## config.mk

```make
export PLATFORM = sky130hd
export DESIGN_NAME = nur_replacement_policy_top
export DESIGN_NICKNAME = d
export VERILOG_FILES = /design/src/design/nur_pkg.sv /design/src/design/nur_ctrl.sv /design/src/design/nur_datapath.sv /design/src/design/nur_replacement_policy_top.sv
export SDC_FILE = /design/constraint.sdc
export NUM_CORES = 1
export LEC_CHECK = 0
export ABC_AREA = 0
export BUFFER_PORTS_ARGS = -buffer_cell sky130_fd_sc_hd__buf_2
export CAP_MARGIN = 20
export CORE_MARGIN = 4
export CORE_UTILIZATION = 43
export CTS_CLUSTER_SIZE = 30
export DETAILED_ROUTE_END_ITERATION = 6
export GPL_TIMING_DRIVEN = 0
export PLACE_DENSITY = 0.64
export SLEW_MARGIN = 10
export SYNTH_ARGS = -nofsm -noshare
export SYNTH_HDL_FRONTEND = slang
export SYNTH_HIERARCHICAL = 1
export SYNTH_SLANG_ARGS = --single-unit
```

## constraint.sdc

```tcl
create_clock -name clk -period 8 [get_ports clk]
set_input_delay 2.4 -clock clk [delete_from_list [all_inputs] [get_ports clk]]
set_output_delay 2.4 -clock clk [all_outputs]
set_load 0.1 [all_outputs]
```

## src/design/nur_pkg.sv

```systemverilog
// shared types and constants for the nur victim chooser
package nur_pkg;

	localparam int ACTION_W  = 3;
	localparam int BLOCK_W   = 6;
	localparam int COUNT_W   = 16;
	localparam int GROUP_SZ  = 8;
	localparam int OFF_W     = 3;
	localparam int NUM_MASKS = 4;

	localparam logic [ACTION_W-1:0] ACT_READ       = 3'd0;
	localparam logic [ACTION_W-1:0] ACT_WRITE      = 3'd1;
	localparam logic [ACTION_W-1:0] ACT_REPLACE    = 3'd2;
	localparam logic [ACTION_W-1:0] ACT_INVALIDATE = 3'd3;
	localparam logic [ACTION_W-1:0] ACT_STATUS     = 3'd4;

	// search masks in priority order
	localparam int MASK_INV = 0;
	localparam int MASK_W0  = 1;
	localparam int MASK_W1  = 2;
	localparam int MASK_W2  = 3;

	localparam logic [COUNT_W-1:0] COUNT_MAX = 16'hFFFF;

	localparam logic REG_DEREF_PERIOD = 1'b0;

	typedef struct packed {
		logic take;
		logic exec;
		logic search;
		logic load_out;
	} nur_cmd_t;

	typedef struct packed {
		logic is_replace;
		logic out_free;
	} nur_sts_t;

endpackage

```

## src/design/nur_ctrl.sv

```systemverilog
// controller state machine sequencing each transaction
module nur_ctrl
	import nur_pkg::*;
(
	input  logic     clk,
	input  logic     arst_n,
	input  logic     item_valid,
	output logic     item_ready,
	input  nur_sts_t sts,
	output nur_cmd_t cmd
);

	typedef enum logic [1:0] {
		ST_IDLE,
		ST_EXEC,
		ST_SRCH,
		ST_FIN
	} state_t;

	state_t state_q;

	always_comb begin
		item_ready   = (state_q == ST_IDLE) || ((state_q == ST_FIN) && sts.out_free);
		cmd.take     = item_valid && item_ready;
		cmd.exec     = (state_q == ST_EXEC);
		cmd.search   = (state_q == ST_SRCH);
		cmd.load_out = (state_q == ST_FIN) && sts.out_free;
	end

	always_ff @(posedge clk or negedge arst_n) begin
		if (!arst_n) begin
			state_q <= ST_IDLE;
		end else begin
			case (state_q)
				ST_IDLE: begin
					if (cmd.take) state_q <= ST_EXEC;
				end
				ST_EXEC: begin
					state_q <= sts.is_replace ? ST_SRCH : ST_FIN;
				end
				ST_SRCH: begin
					state_q <= ST_FIN;
				end
				ST_FIN: begin
					if (sts.out_free) state_q <= cmd.take ? ST_EXEC : ST_IDLE;
				end
				default: begin
					state_q <= ST_IDLE;
				end
			endcase
		end
	end

endmodule

```

## src/design/nur_datapath.sv

```systemverilog
// flag vectors, access counter, victim search and result register
module nur_datapath
	import nur_pkg::*;
#(
	parameter int NUM_BLOCKS = 64
) (
	input  logic                clk,
	input  logic                arst_n,
	input  nur_cmd_t            cmd,
	output nur_sts_t            sts,
	input  logic [COUNT_W-1:0]  deref_period,
	input  logic [ACTION_W-1:0] action,
	input  logic [BLOCK_W-1:0]  block_index,
	input  logic                valid_bit,
	input  logic                dirty_bit,
	output logic                result_valid,
	input  logic                result_ready,
	output logic [BLOCK_W-1:0]  victim_index,
	output logic                victim_found,
	output logic                period_reset
);

	localparam int NUM_GROUPS = (NUM_BLOCKS + GROUP_SZ - 1) / GROUP_SZ;
	localparam int PAD        = NUM_GROUPS * GROUP_SZ;
	localparam int GW         = (NUM_GROUPS > 1) ? $clog2(NUM_GROUPS) : 1;
	localparam int FULL_W     = GW + OFF_W;

	logic [ACTION_W-1:0]   act_q;
	logic [BLOCK_W-1:0]    blk_q;
	logic                  v_q;
	logic                  d_q;

	logic [NUM_BLOCKS-1:0] valid_q;
	logic [NUM_BLOCKS-1:0] dirty_q;
	logic [NUM_BLOCKS-1:0] ref_q;
	logic [COUNT_W-1:0]    count_q;

	logic [NUM_MASKS-1:0][NUM_GROUPS-1:0]            grp_hit_s1;
	logic [NUM_MASKS-1:0][NUM_GROUPS-1:0][OFF_W-1:0] grp_off_s1;

	logic [BLOCK_W-1:0] res_idx_q;
	logic               res_found_q;
	logic               res_preset_q;
	logic               out_valid_q;
	logic [BLOCK_W-1:0] out_idx_q;
	logic               out_found_q;
	logic               out_preset_q;

	logic [NUM_BLOCKS-1:0] hit_vec;
	logic                  is_access;
	logic [COUNT_W-1:0]    count_inc;
	logic [COUNT_W-1:0]    count_d;
	logic                  clear_ref;

	logic [NUM_MASKS-1:0][PAD-1:0]                   mask;
	logic [NUM_MASKS-1:0][NUM_GROUPS-1:0]            grp_hit;
	logic [NUM_MASKS-1:0][NUM_GROUPS-1:0][OFF_W-1:0] grp_off;

	logic [NUM_MASKS-1:0]             m_found;
	logic [NUM_MASKS-1:0][FULL_W-1:0] m_idx;
	logic [FULL_W-1:0]                pick;
	logic [FULL_W+BLOCK_W-1:0]        pick_wide;

	assign sts.is_replace = (act_q == ACT_REPLACE);
	assign sts.out_free   = !out_valid_q || result_ready;

	always_ff @(posedge clk) begin
		if (cmd.take) begin
			act_q <= action;
			blk_q <= block_index;
			v_q   <= valid_bit;
			d_q   <= dirty_bit;
		end
	end

	// one-hot select of the addressed block, empty when out of range
	always_comb begin
		for (int i = 0; i < NUM_BLOCKS; i++) begin
			hit_vec[i] = (32'(blk_q) == 32'(i));
		end
	end

	always_comb begin
		is_access = (act_q == ACT_READ) || (act_q == ACT_WRITE);
		count_inc = count_q + 16'd1;
		count_d   = count_q;
		clear_ref = 1'b0;
		if (is_access) begin
			if (deref_period == '0) begin
				if (count_q != COUNT_MAX) count_d = count_inc;
			end else if (count_inc == deref_period) begin
				count_d   = '0;
				clear_ref = 1'b1;
			end else begin
				count_d = count_inc;
			end
		end else if (act_q == ACT_INVALIDATE) begin
			if (deref_period != '0) begin
				count_d   = '0;
				clear_ref = 1'b1;
			end
		end
	end

	always_ff @(posedge clk or negedge arst_n) begin
		if (!arst_n) begin
			valid_q <= '0;
			dirty_q <= '0;
			ref_q   <= '0;
			count_q <= '0;
		end else if (cmd.exec) begin
			count_q <= count_d;
			if (is_access) begin
				ref_q <= (clear_ref ? '0 : ref_q) | hit_vec;
			end else if (clear_ref) begin
				ref_q <= '0;
			end
			if (act_q == ACT_STATUS) begin
				valid_q <= (valid_q & ~hit_vec) | (hit_vec & {NUM_BLOCKS{v_q}});
				dirty_q <= (dirty_q & ~hit_vec) | (hit_vec & {NUM_BLOCKS{d_q}});
			end
		end
	end

	// first level: lowest set bit inside each group of eight
	always_comb begin
		mask[MASK_INV] = PAD'(~valid_q);
		mask[MASK_W0]  = PAD'(~ref_q & ~dirty_q);
		mask[MASK_W1]  = PAD'(~ref_q & dirty_q);
		mask[MASK_W2]  = PAD'(ref_q & ~dirty_q);
		for (int m = 0; m < NUM_MASKS; m++) begin
			for (int g = 0; g < NUM_GROUPS; g++) begin
				grp_hit[m][g] = 1'b0;
				grp_off[m][g] = '0;
				for (int b = GROUP_SZ - 1; b >= 0; b--) begin
					if (mask[m][g*GROUP_SZ + b]) begin
						grp_hit[m][g] = 1'b1;
						grp_off[m][g] = OFF_W'(b);
					end
				end
			end
		end
	end

	always_ff @(posedge clk) begin
		if (cmd.exec && sts.is_replace) begin
			grp_hit_s1 <= grp_hit;
			grp_off_s1 <= grp_off;
		end
	end

	// second level: lowest hitting group, then mask priority
	always_comb begin
		for (int m = 0; m < NUM_MASKS; m++) begin
			m_found[m] = 1'b0;
			m_idx[m]   = '0;
			for (int g = NUM_GROUPS - 1; g >= 0; g--) begin
				if (grp_hit_s1[m][g]) begin
					m_found[m] = 1'b1;
					m_idx[m]   = {GW'(g), grp_off_s1[m][g]};
				end
			end
		end
		if (m_found[MASK_INV])     pick = m_idx[MASK_INV];
		else if (m_found[MASK_W0]) pick = m_idx[MASK_W0];
		else if (m_found[MASK_W1]) pick = m_idx[MASK_W1];
		else if (m_found[MASK_W2]) pick = m_idx[MASK_W2];
		else                       pick = '0;
		pick_wide = (FULL_W+BLOCK_W)'(pick);
	end

	always_ff @(posedge clk) begin
		if (cmd.exec) begin
			res_idx_q    <= '0;
			res_found_q  <= 1'b0;
			res_preset_q <= clear_ref;
		end else if (cmd.search) begin
			res_idx_q    <= pick_wide[BLOCK_W-1:0];
			res_found_q  <= 1'b1;
			res_preset_q <= 1'b0;
		end
	end

	always_ff @(posedge clk or negedge arst_n) begin
		if (!arst_n) begin
			out_valid_q <= 1'b0;
		end else if (cmd.load_out) begin
			out_valid_q <= 1'b1;
		end else if (result_ready) begin
			out_valid_q <= 1'b0;
		end
	end

	always_ff @(posedge clk) begin
		if (cmd.load_out) begin
			out_idx_q    <= res_idx_q;
			out_found_q  <= res_found_q;
			out_preset_q <= res_preset_q;
		end
	end

	assign result_valid = out_valid_q;
	assign victim_index = out_idx_q;
	assign victim_found = out_found_q;
	assign period_reset = out_preset_q;

endmodule

```

## src/design/nur_replacement_policy_top.sv

```systemverilog
// top level of the nur victim chooser: config register, controller, datapath
//
//  channel   direction  handshake                 payload
//  item      in         item_valid / item_ready   action, block_index, valid_bit, dirty_bit
//  result    out        result_valid / result_ready  victim_index, victim_found, period_reset
//  config    in         psel, penable, pwrite     paddr, pwdata, prdata (pready tied high)
//
// a transaction passes through the execute and finish states; a replace query adds a
// search state between them, the second level of the registered priority search over groups
// the result sits in an output register, so the next transaction is taken while it waits
// reset clears the flag vectors, the access counter and deref_period at once
// a stalled result holds the controller in its finish state until it is taken
module nur_replacement_policy_top
	import nur_pkg::*;
#(
	parameter int NUM_BLOCKS = 64
) (
	input  logic                clk,
	input  logic                arst_n,
	input  logic                item_valid,
	output logic                item_ready,
	input  logic [ACTION_W-1:0] action,
	input  logic [BLOCK_W-1:0]  block_index,
	input  logic                valid_bit,
	input  logic                dirty_bit,
	output logic                result_valid,
	input  logic                result_ready,
	output logic [BLOCK_W-1:0]  victim_index,
	output logic                victim_found,
	output logic                period_reset,
	input  logic                psel,
	input  logic                penable,
	input  logic                pwrite,
	input  logic [2:0]          paddr,
	input  logic [31:0]         pwdata,
	output logic [31:0]         prdata,
	output logic                pready
);

	logic [COUNT_W-1:0] period_q;
	nur_cmd_t           cmd;
	nur_sts_t           sts;

	assign pready = 1'b1;

	always_ff @(posedge clk or negedge arst_n) begin
		if (!arst_n) begin
			period_q <= '0;
		end else if (psel && penable && pwrite && paddr[2] == REG_DEREF_PERIOD) begin
			period_q <= pwdata[COUNT_W-1:0];
		end
	end

	assign prdata = (paddr[2] == REG_DEREF_PERIOD) ? 32'(period_q) : '0;

	nur_ctrl u_ctrl (
		.clk        (clk),
		.arst_n     (arst_n),
		.item_valid (item_valid),
		.item_ready (item_ready),
		.sts        (sts),
		.cmd        (cmd)
	);

	nur_datapath #(
		.NUM_BLOCKS (NUM_BLOCKS)
	) u_datapath (
		.clk          (clk),
		.arst_n       (arst_n),
		.cmd          (cmd),
		.sts          (sts),
		.deref_period (period_q),
		.action       (action),
		.block_index  (block_index),
		.valid_bit    (valid_bit),
		.dirty_bit    (dirty_bit),
		.result_valid (result_valid),
		.result_ready (result_ready),
		.victim_index (victim_index),
		.victim_found (victim_found),
		.period_reset (period_reset)
	);

	// a replace answer never reports a clearing
	a_found_no_reset: assert property (@(posedge clk) disable iff (!arst_n)
		result_valid |-> !(victim_found && period_reset))
		else $error("victim_found and period_reset both set");

	// non-replace results carry a zero index
	a_idx_zero: assert property (@(posedge clk) disable iff (!arst_n)
		(result_valid && !victim_found) |-> (victim_index == '0))
		else $error("victim_index nonzero without victim_found");

	// the block is busy in the cycle after taking a transaction
	a_busy_after_take: assert property (@(posedge clk) disable iff (!arst_n)
		(item_valid && item_ready) |=> !item_ready)
		else $error("item_ready high right after a transaction");

	// a result is only loaded from the finish state, never while a new item executes
	a_load_from_fin: assert property (@(posedge clk) disable iff (!arst_n)
		cmd.load_out |-> !(cmd.exec || cmd.search))
		else $error("result loaded while busy");

endmodule

```

==> results.sh, run 1 <==
export IMPL_gp_congestion=0.8817
export IMPL_first_global_vias=14800
export IMPL_synth_top_area_share_pct=28.38
export IMPL_mostFrequentLayoutCell="nand2_1"
export IMPL_ys_dominant_reg_cell="dfrtp_1"
export IMPL_syn_area_sq_um=20010
export IMPL_final_core_util_pct=49.70
export IMPL_hold_ws_ns=0.4211
export IMPL_die_h_um=223.7
export IMPL_finalCriticalPeriod_ns=5.931
export IMPL_wl_per_cell_um=20.25
export IMPL_grt_max_degree=102
export IMPL_nNetsFinal=2152
export IMPL_ys_warn_count=6
export IMPL_top_usage_layer="met2"
export IMPL_hold_violations=0
export IMPL_critPathLaunchType="input pin"
export IMPL_placed_cells=2651
export IMPL_grt_met3_usage_pct=2.673
export IMPL_finClkSkew_ns=0.02014
export IMPL_drt_wl_total_um=55180
export IMPL_use_met2_pct=33.57
export IMPL_grt_antenna_before_repair=0
export IMPL_synth_edf_count=148
export IMPL_ys_seq_area_share_pct=51.29
export IMPL_period_share_pct=74.14
export IMPL_drt_first_iter_violations=1386
export IMPL_die_w_um=223.7
export IMPL_worst_pin_slew_ns=1.186
export IMPL_num_vias=15600
export IMPL_fin_cells=2725
export IMPL_cts_buffers=40
export IMPL_synthCells=1962
export IMPL_ys_ff_latch=382
export IMPL_layout_common_cells="nand2_1 (242), dfrtp_1 (227), nor2_1 (153)"
export IMPL_outcome="finished clean"
export IMPL_grt_usage_pct=21.68
export IMPL_drt_vias_per_instance=5.726
export IMPL_endpoint_kind="primary output"
export IMPL_hpwl_um=41680
export IMPL_slew_headroom_pct=20.30
export IMPL_timing_final_ws_setup_ns=2.069
export IMPL_initial_utilization_pct=43.82
export IMPL_leakage_nw=9.116
export IMPL_std_cell_rows=78
export IMPL_critPathMaxFanout=10
export IMPL_critical_path_class="in -> out"
export IMPL_ys_top_cells_by_area="dfrtp_1 (28%), edfxtp_1 (22%), mux2_2 (7.3%), nand2_1 (4.5%), nor2b_1 (3.0%)"
export IMPL_postCtsSetupBuffers=0
export IMPL_area_growth_pct=13.42
export IMPL_design_area_sq_um=22700
export IMPL_setup_violations=0
export IMPL_avgSynthCellArea_sq_um=10.20
export IMPL_antenna_left=0
export IMPL_met1_usage_pct=31.70
export IMPL_clk_latency_ns=0.55
export IMPL_overflow=0
export IMPL_maxSlewViolCount=0
export IMPL_async_reset_ff_share_pct=59.42
export IMPL_cts_tree="done"
export IMPL_cts_clk_slew_worst_paths_ns=0.06
export IMPL_grt_pass1_wl_um=85700
export IMPL_required_ns=5.60
export IMPL_post_place_ws_ns=2.070
export IMPL_synth_cell_types=85
export IMPL_drive_above_1_share_pct=19.29
export IMPL_powerDensity_nw_per_um2=277.3
export IMPL_placed_area_sq_um=21390
export IMPL_worst_hold_path_type="reg -> reg"
export IMPL_io_buffer_count=60
export IMPL_io_pins=96
export IMPL_clockBufferDepth=3
export IMPL_drv_cap=0
export IMPL_cts_max_level=2
export IMPL_hold_buffers=0
export IMPL_clock_sinks=382
export IMPL_coreArea_sq_um=45670
export IMPL_ctsResizeCount=0
export IMPL_fp_dieArea_sq_um=50060
export IMPL_rsz0062_at_grt="no"
export IMPL_cp_arrival_ns=3.53
export IMPL_antenna_cells=0
export IMPL_clockRootBuffer="clkbuf_16"
export IMPL_drt_pass1_iter_count=5
export IMPL_synth_top_area_cell="dfrtp_1"
export IMPL_ir_drop_mv=0.3345
export IMPL_maxClockFrequency_mhz=168.6
export IMPL_drc_errors=0
-- kinds of logic after synthesis --
kind of cell             count (synthesis)  synth area share [%]
AND/OR/NAND/NOR                        792                 19.82
multiplexers                           142                 8.183
adder cells (fa/ha/maj)                  6                0.3751
AO/OA/AOI/OAI                          465                 15.65
XOR/XNOR                                18                0.7877
other                                    2               0.03752
flip-flops                             382                 51.29
buffers and inverters                  155                 3.863
-- critical path: stages --
cell      delay [ns]
buf_2           0.07
nand2b_1        0.17
and2_4          0.31
or2_4           0.16
buf_2           0.41
-- layer usage --
layer	vias to the layer above	part of all wire [%]
met3	104	6.2
met1	7595	46
li1	7348	-
met2	555	45
met4	0	3.6
met5	-	0
-- synthesized netlist by cell type (8+ instances only) --
master / n
buf_2: 9
o22ai_1: 38
nor2_1: 154
nand3b_1: 17
nor2b_1: 96
nor3_1: 78
a31oi_1: 35
or2_2: 19
buf_4: 20
dfrtp_1: 227
clkbuf_1: 59
a21oi_1: 69
mux2_2: 129
inv_1: 54
nor4_1: 21
nand4_1: 9
a22oi_1: 68
nand2b_1: 66
o21ai_2: 46
mux2_4: 11
and2_1: 20
o21ai_0: 106
nor3b_1: 16
nand2_1: 242
o31ai_1: 14
nand3_1: 21
a221oi_1: 16
edfxtp_1: 148
a21boi_0: 11
xnor2_1: 14
o21a_1: 8
-- per-stage QoR --
step / TNS (ns) / total power, mW
global route: 0 / 6.599
finish: 0 / 6.294
floorplan: 0 / 3.926
global placement: -118.88 / 4.376
detailed placement: 0 / 4.431
CTS: 0 / 6.304
-- path summary, 6_finish.rpt --
check	from	end	slack, ns	cells past startpoint
setup / recovery	result_ready	item_ready	2.07	5
hold / removal	u_datapath/res_preset_q	u_datapath/period_reset	0.42	0
setup reg to reg	u_ctrl/state_q[1]	u_datapath/ref_q[10]	4.41	10
hold reg to reg	u_datapath/res_preset_q	u_datapath/period_reset	0.42	0
max in group asynchronous	arst_n	u_datapath/ref_q[50]	4.98	3
min in group asynchronous	arst_n	period_q[3]	1.74	1
-- power breakdown --
group	internal [mW]	switching [mW]
Clock	1.09	0.787
Sequential	2.36	0.279
Combinational	0.612	1.17
-- layout make-up --
class,instances,area [sq um]
tap,600,750.7
clock buffer,58,1174
buffer,101,570.5
timing repair buffer,74,524.3
sequential,382,10260
fill,4200,22970
multi-input combinational,1440,9076
inverter,54,202.7
clock inverter,16,136.4
(Power assumes the default switching activity.)
==> run 2: changes to the inputs <==
Settings changed: PLACE_DENSITY 0.64 to 0.67.
Clock period 8 ns to 4.8 ns, I/O delays scaled along.
==> results.sh, run 2 (synthesis results as in run 1) <==
export IMPL_crit_top_cell="buf_2"
export IMPL_worst_pin_slew_ns=1.239
export IMPL_required_ns=3.36
export IMPL_critical_path_class="in -> out"
export IMPL_rsz0062_at_grt="no"
export IMPL_gp_congestion=0.9187
export IMPL_hold_buffers=0
export IMPL_die_h_um=223.7
export IMPL_placed_area_sq_um=21390
export IMPL_postCtsSetupBuffers=0
export IMPL_antenna_left=0
export IMPL_r2r_cells=10
export IMPL_seqCellArea_sq_um=10260
export IMPL_clockBufferDepth=3
export IMPL_drt_pass1_iter_count=5
export IMPL_cts_tree="done"
export IMPL_finalCriticalPeriod_ns=3.949
export IMPL_io_pins=96
export IMPL_grt_max_degree=98
export IMPL_overflow=0
export IMPL_nNetsFinal=2152
export IMPL_initial_utilization_pct=43.82
export IMPL_finClkSkew_ns=0.02280
export IMPL_fp_dieArea_sq_um=50060
export IMPL_cpPeakStageDelay_ns=0.41
export IMPL_first_global_vias=14780
export IMPL_critPathLaunchType="input pin"
export IMPL_r2r_setup_slack_ns=1.63
export IMPL_antenna_cells=0
export IMPL_min_to="u_datapath/period_reset"
export IMPL_crit_family="simple AND/OR/NAND/NOR gates"
export IMPL_hold_violations=0
export IMPL_drc_errors=0
export IMPL_ctsResizeCount=0
export IMPL_die_w_um=223.7
export IMPL_multi_input_area_sq_um=9076
export IMPL_cts_clk_slew_worst_paths_ns=0.06
export IMPL_grt_usage_pct=20.86
export IMPL_fin_cells=2724
export IMPL_design_area_sq_um=22710
export IMPL_clockRootBuffer="clkbuf_16"
export IMPL_placed_cells=2651
export IMPL_drv_cap=0
export IMPL_hpwl_um=40760
export IMPL_drt_vias_per_instance=5.618
export IMPL_ir_drop_mv=0.3755
export IMPL_n_fill_cell=4121
export IMPL_r2r_start="u_ctrl/state_q[1]"
export IMPL_clk_latency_ns=0.55
export IMPL_hold_depth=0
export IMPL_period_share_pct=82.27
export IMPL_coreArea_sq_um=45670
export IMPL_drt_wl_total_um=53140
export IMPL_setup_violations=0
export IMPL_maxClockFrequency_mhz=253.2
export IMPL_worst_hold_path_type="reg -> reg"
export IMPL_cp_slowest_cell="buf_2"
export IMPL_wl_per_cell_um=19.51
export IMPL_grt_pass1_wl_um=82790
export IMPL_cts_max_level=2
export IMPL_drive_above_1_share_pct=19.26
export IMPL_clock_sinks=382
export IMPL_cts_buffers=40
export IMPL_endpoint_kind="primary output"
export IMPL_mostFrequentLayoutCell="nand2_1"
export IMPL_grt_antenna_before_repair=0
export IMPL_drt_first_iter_violations=1041
export IMPL_leakage_nw=9.116
export IMPL_area_growth_pct=13.46
export IMPL_powerDensity_nw_per_um2=459.6
export IMPL_num_vias=15300
export IMPL_outcome="finished clean"
export IMPL_std_cell_rows=78
export IMPL_io_buffer_count=60
export IMPL_maxSlewViolCount=0
export IMPL_critPathMaxFanout=10
export IMPL_cp_arrival_ns=2.51
export IMPL_cp_cell_sequence="buf_2, nand2b_1, and2_4, or2_4, buf_2"
export IMPL_hp_start="u_datapath/res_preset_q"
export IMPL_worstPathBufferInverterCount=2
export IMPL_r2r_end="u_datapath/ref_q[10]"
export IMPL_layout_common_cells="nand2_1 (242), dfrtp_1 (227), nor2_1 (153)"
export IMPL_slew_headroom_pct=17.12
==> run 2: cell types whose count changed in the layout (fill, tap and decap cells not counted), sizes merged <==
cell      delta
clkinvlp     +1
clkinv       +2
inv          +1
clkbuf       -6
bufinv       +1
==> run 2: area by class of cell <==
cell class	count	area share (%)
clock inverter	21	0.8540
buffer	101	2.513
clock buffer	52	4.970
inverter	54	0.8926
multi-input combinational	1440	39.97
tap	600	3.306
timing repair buffer	74	2.292
sequential	382	45.20
==> run 2: worst max path at each step <==
stage / startpoint / to / slack, ns / cells past startpoint
after floorplan: u_ctrl/state_q[1] / u_datapath/grp_hit_s1[0] / 0.29 / 4
after CTS: result_ready / item_ready / 0.86 / 5
after global placement: arst_n / u_datapath/ref_q[54] / -1.70 / 1
after global routing: result_ready / item_ready / 0.80 / 5
final: result_ready / item_ready / 0.85 / 5
after detailed placement: result_ready / item_ready / 0.87 / 5
==> run 2: metrics by stage <==
| stage | hold slack, ns | util, % | total power, mW | setup slack [ns] | TNS, ns |
|---|---|---|---|---|---|
| floorplan | 0.4003 | - | 6.535 | 0.2936 | 0 |
| CTS | 0.4482 | 49.72 | 10.49 | 0.8634 | 0 |
| detailed placement | 0.4350 | 46.82 | 7.364 | 0.8694 | 0 |
| finish | 0.4483 | 49.72 | 10.44 | 0.8509 | 0 |
| global placement | 0.4317 | 46.25 | 7.245 | -1.701 | -505.64 |
| global route | 0.4494 | 49.72 | 10.97 | 0.7979 | 0 |
==> run 2: power by group <==
group          switching (mW)  total [mW]  internal [mW]
Clock                    1.28        3.11           1.83
Sequential              0.459        4.39           3.93
Combinational            1.92        2.94           1.02
Total                    3.66        10.4           6.78
==> run 2: metal layers <==
layer / up-vias / global-route usage (%) / wire, um
met4: 0 / 8.829 / 2379
met1: 7345 / 28.12 / 22880
met3: 117 / 2.962 / 3186
met2: 481 / 34.00 / 24700
met5: - / 0 / 0
li1: 7361 / - / -
==> run 3: changes to the inputs <==
Settings changed: PLACE_DENSITY 0.67 to 0.64.
Clock period 4.8 ns to 3.8 ns, I/O delays scaled along.
==> results.sh, run 3 (synthesis results as in run 1) <==
export IMPL_cts_tree="done"
export IMPL_io_buffer_count=60
export IMPL_clkPwrFrac_pct=29.9
export IMPL_cp_arrival_ns=2.28
export IMPL_grt_met3_usage_pct=3.840
export IMPL_cp_slowest_cell="buf_2"
export IMPL_clockBufferDepth=3
export IMPL_critical_path_class="in -> out"
export IMPL_critPathLaunchType="input pin"
export IMPL_gp_congestion=0.9021
export IMPL_cts_clk_slew_worst_paths_ns=0.06
export IMPL_hpwl_um=41720
export IMPL_use_met2_pct=33.75
export IMPL_antenna_cells=0
export IMPL_worst_hold_path_type="reg -> reg"
export IMPL_r2r_cells=8
export IMPL_crit_top_cell="buf_2"
export IMPL_hold_ws_ns=0.4197
export IMPL_powerDensity_nw_per_um2=582.7
export IMPL_die_w_um=223.7
export IMPL_maxSlewViolCount=0
export IMPL_mostFrequentLayoutCell="nand2_1"
export IMPL_layout_common_cells="nand2_1 (242), dfrtp_1 (227), nor2_1 (153)"
export IMPL_hold_buffers=0
export IMPL_fp_dieArea_sq_um=50060
export IMPL_grt_max_degree=107
export IMPL_outcome="finished clean"
export IMPL_top_usage_layer="met2"
export IMPL_antenna_left=0
export IMPL_comb_power_share_pct=28.4
export IMPL_worst_pin_slew_ns=1.255
export IMPL_slew_headroom_pct=16.04
export IMPL_placed_area_sq_um=21420
export IMPL_placed_cells=2652
export IMPL_finalPower_mw=13.29
export IMPL_cts_max_level=2
export IMPL_worstPathBufferInverterCount=2
export IMPL_ctsResizeCount=0
export IMPL_overflow=0
export IMPL_std_cell_rows=78
export IMPL_hold_depth=0
export IMPL_seqPwrFrac_pct=41.7
export IMPL_cpPeakStageDelay_ns=0.41
export IMPL_drc_errors=0
export IMPL_io_pins=96
export IMPL_clock_sinks=382
export IMPL_r2r_start="u_ctrl/state_q[1]"
export IMPL_finClkSkew_ns=0.02063
export IMPL_drv_cap=0
export IMPL_postCtsSetupBuffers=0
export IMPL_maxClockFrequency_mhz=292.8
export IMPL_swShare_pct=35.48
export IMPL_area_growth_pct=13.92
export IMPL_min_to="u_datapath/period_reset"
export IMPL_grt_usage_pct=21.51
export IMPL_drt_vias_per_instance=5.666
export IMPL_leakage_nw=9.168
export IMPL_n_fill_cell=4170
export IMPL_path_depth=5
export IMPL_required_ns=2.66
export IMPL_cts_buffers=41
export IMPL_setup_violations=0
export IMPL_endpoint_kind="primary output"
export IMPL_design_area_sq_um=22800
export IMPL_initial_utilization_pct=43.82
export IMPL_coreArea_sq_um=45670
export IMPL_grt_pass1_wl_um=85020
export IMPL_clockRootBuffer="clkbuf_16"
export IMPL_clk_latency_ns=0.56
export IMPL_multi_input_area_sq_um=9076
export IMPL_seqCellArea_sq_um=10260
export IMPL_hold_violations=0
export IMPL_critPathMaxFanout=10
export IMPL_hp_start="u_datapath/res_preset_q"
export IMPL_fin_cells=2730
export IMPL_period_share_pct=89.87
export IMPL_met1_usage_pct=30.62
export IMPL_drt_first_iter_violations=1447
export IMPL_drive_above_1_share_pct=19.58
export IMPL_p_int_mw=8.571
export IMPL_cp_cell_sequence="buf_2, nand2b_1, and2_4, or2_4, buf_2"
export IMPL_die_h_um=223.7
export IMPL_crit_family="simple AND/OR/NAND/NOR gates"
export IMPL_ir_drop_mv=0.7000
export IMPL_grt_antenna_before_repair=0
export IMPL_num_vias=15470
export IMPL_r2r_setup_slack_ns=0.47
export IMPL_drt_wl_total_um=54750
export IMPL_drt_pass1_iter_count=5
export IMPL_wl_per_cell_um=20.06
export IMPL_nNetsFinal=2156
export IMPL_first_global_vias=14860
export IMPL_rsz0062_at_grt="no"
export IMPL_p_sw_mw=4.714
export IMPL_finalCriticalPeriod_ns=3.415
## run 3: through the flow
step	TNS [ns]	utilization (%)	worst slack [ns]
6_report	0	49.92	0.3849
5_1_grt	0	49.92	0.2039
4_1_cts	0	49.88	0.2982
3_5_place_dp	0	46.90	0.3362
3_3_place_gp	-557.09	46.26	-2.424
2_1_floorplan	-0.1338	-	-0.01338
## run 3: how the worst max path moves through the flow
stage | from | endpoint | slack, ns
after detailed placement | u_ctrl/state_q[1] | u_datapath/ref_q[14] | 0.34
after global routing | u_ctrl/state_q[1] | register | 0.20
final | result_ready | item_ready | 0.38
after CTS | u_ctrl/state_q[1] | u_datapath/ref_q[14] | 0.30
after global placement | arst_n | u_datapath/ref_q[53] | -2.42
after floorplan | paddr[2] | prdata[10] | -0.01
## run 3: area by class of cell
| type | instances | area share [%] |
|---|---|---|
| Multi-Input combinational cell | 1440 | 39.81 |
| Clock buffer | 60 | 5.493 |
| Clock inverter | 16 | 0.4884 |
| Tap cell | 600 | 3.293 |
| Inverter | 54 | 0.8890 |
| Sequential cell | 382 | 45.02 |
| Timing Repair Buffer | 77 | 2.502 |
| Buffer | 101 | 2.502 |
## run 3: metal layers
| layer | share of wire [%] | vias to the layer above | wire, um |
|---|---|---|---|
| li1 | - | 7378 | - |
| met1 | 45 | 7485 | 24610 |
| met3 | 6.7 | 100 | 3654 |
| met5 | 0 | - | 0 |
| met4 | 3.2 | 0 | 1751 |
| met2 | 45 | 505 | 24740 |
## run 3: power by group through the flow
stage / Combinational (mW) / Clock, mW / Sequential [mW]
finish: 3.78 / 3.97 / 5.54
global route: 4.12 / 4.24 / 5.62
CTS: 3.76 / 4.06 / 5.53
detailed placement: 3.74 / 0 / 5.61
global placement: 3.60 / 0 / 5.59
floorplan: 2.56 / 0 / 5.69
## run 3: worst register-to-register path, delay by kind of cell, from the launching register on
| kind | cells | cell delay [ns] |
|---|---|---|
| flip-flops | 1 | 0.41 |
| buffers and inverters | 3 | 0.83 |
| adder cells (fa/ha/maj) | 1 | 0.21 |
| multiplexers | 1 | 0.35 |
| AND/OR/NAND/NOR | 3 | 1.43 |
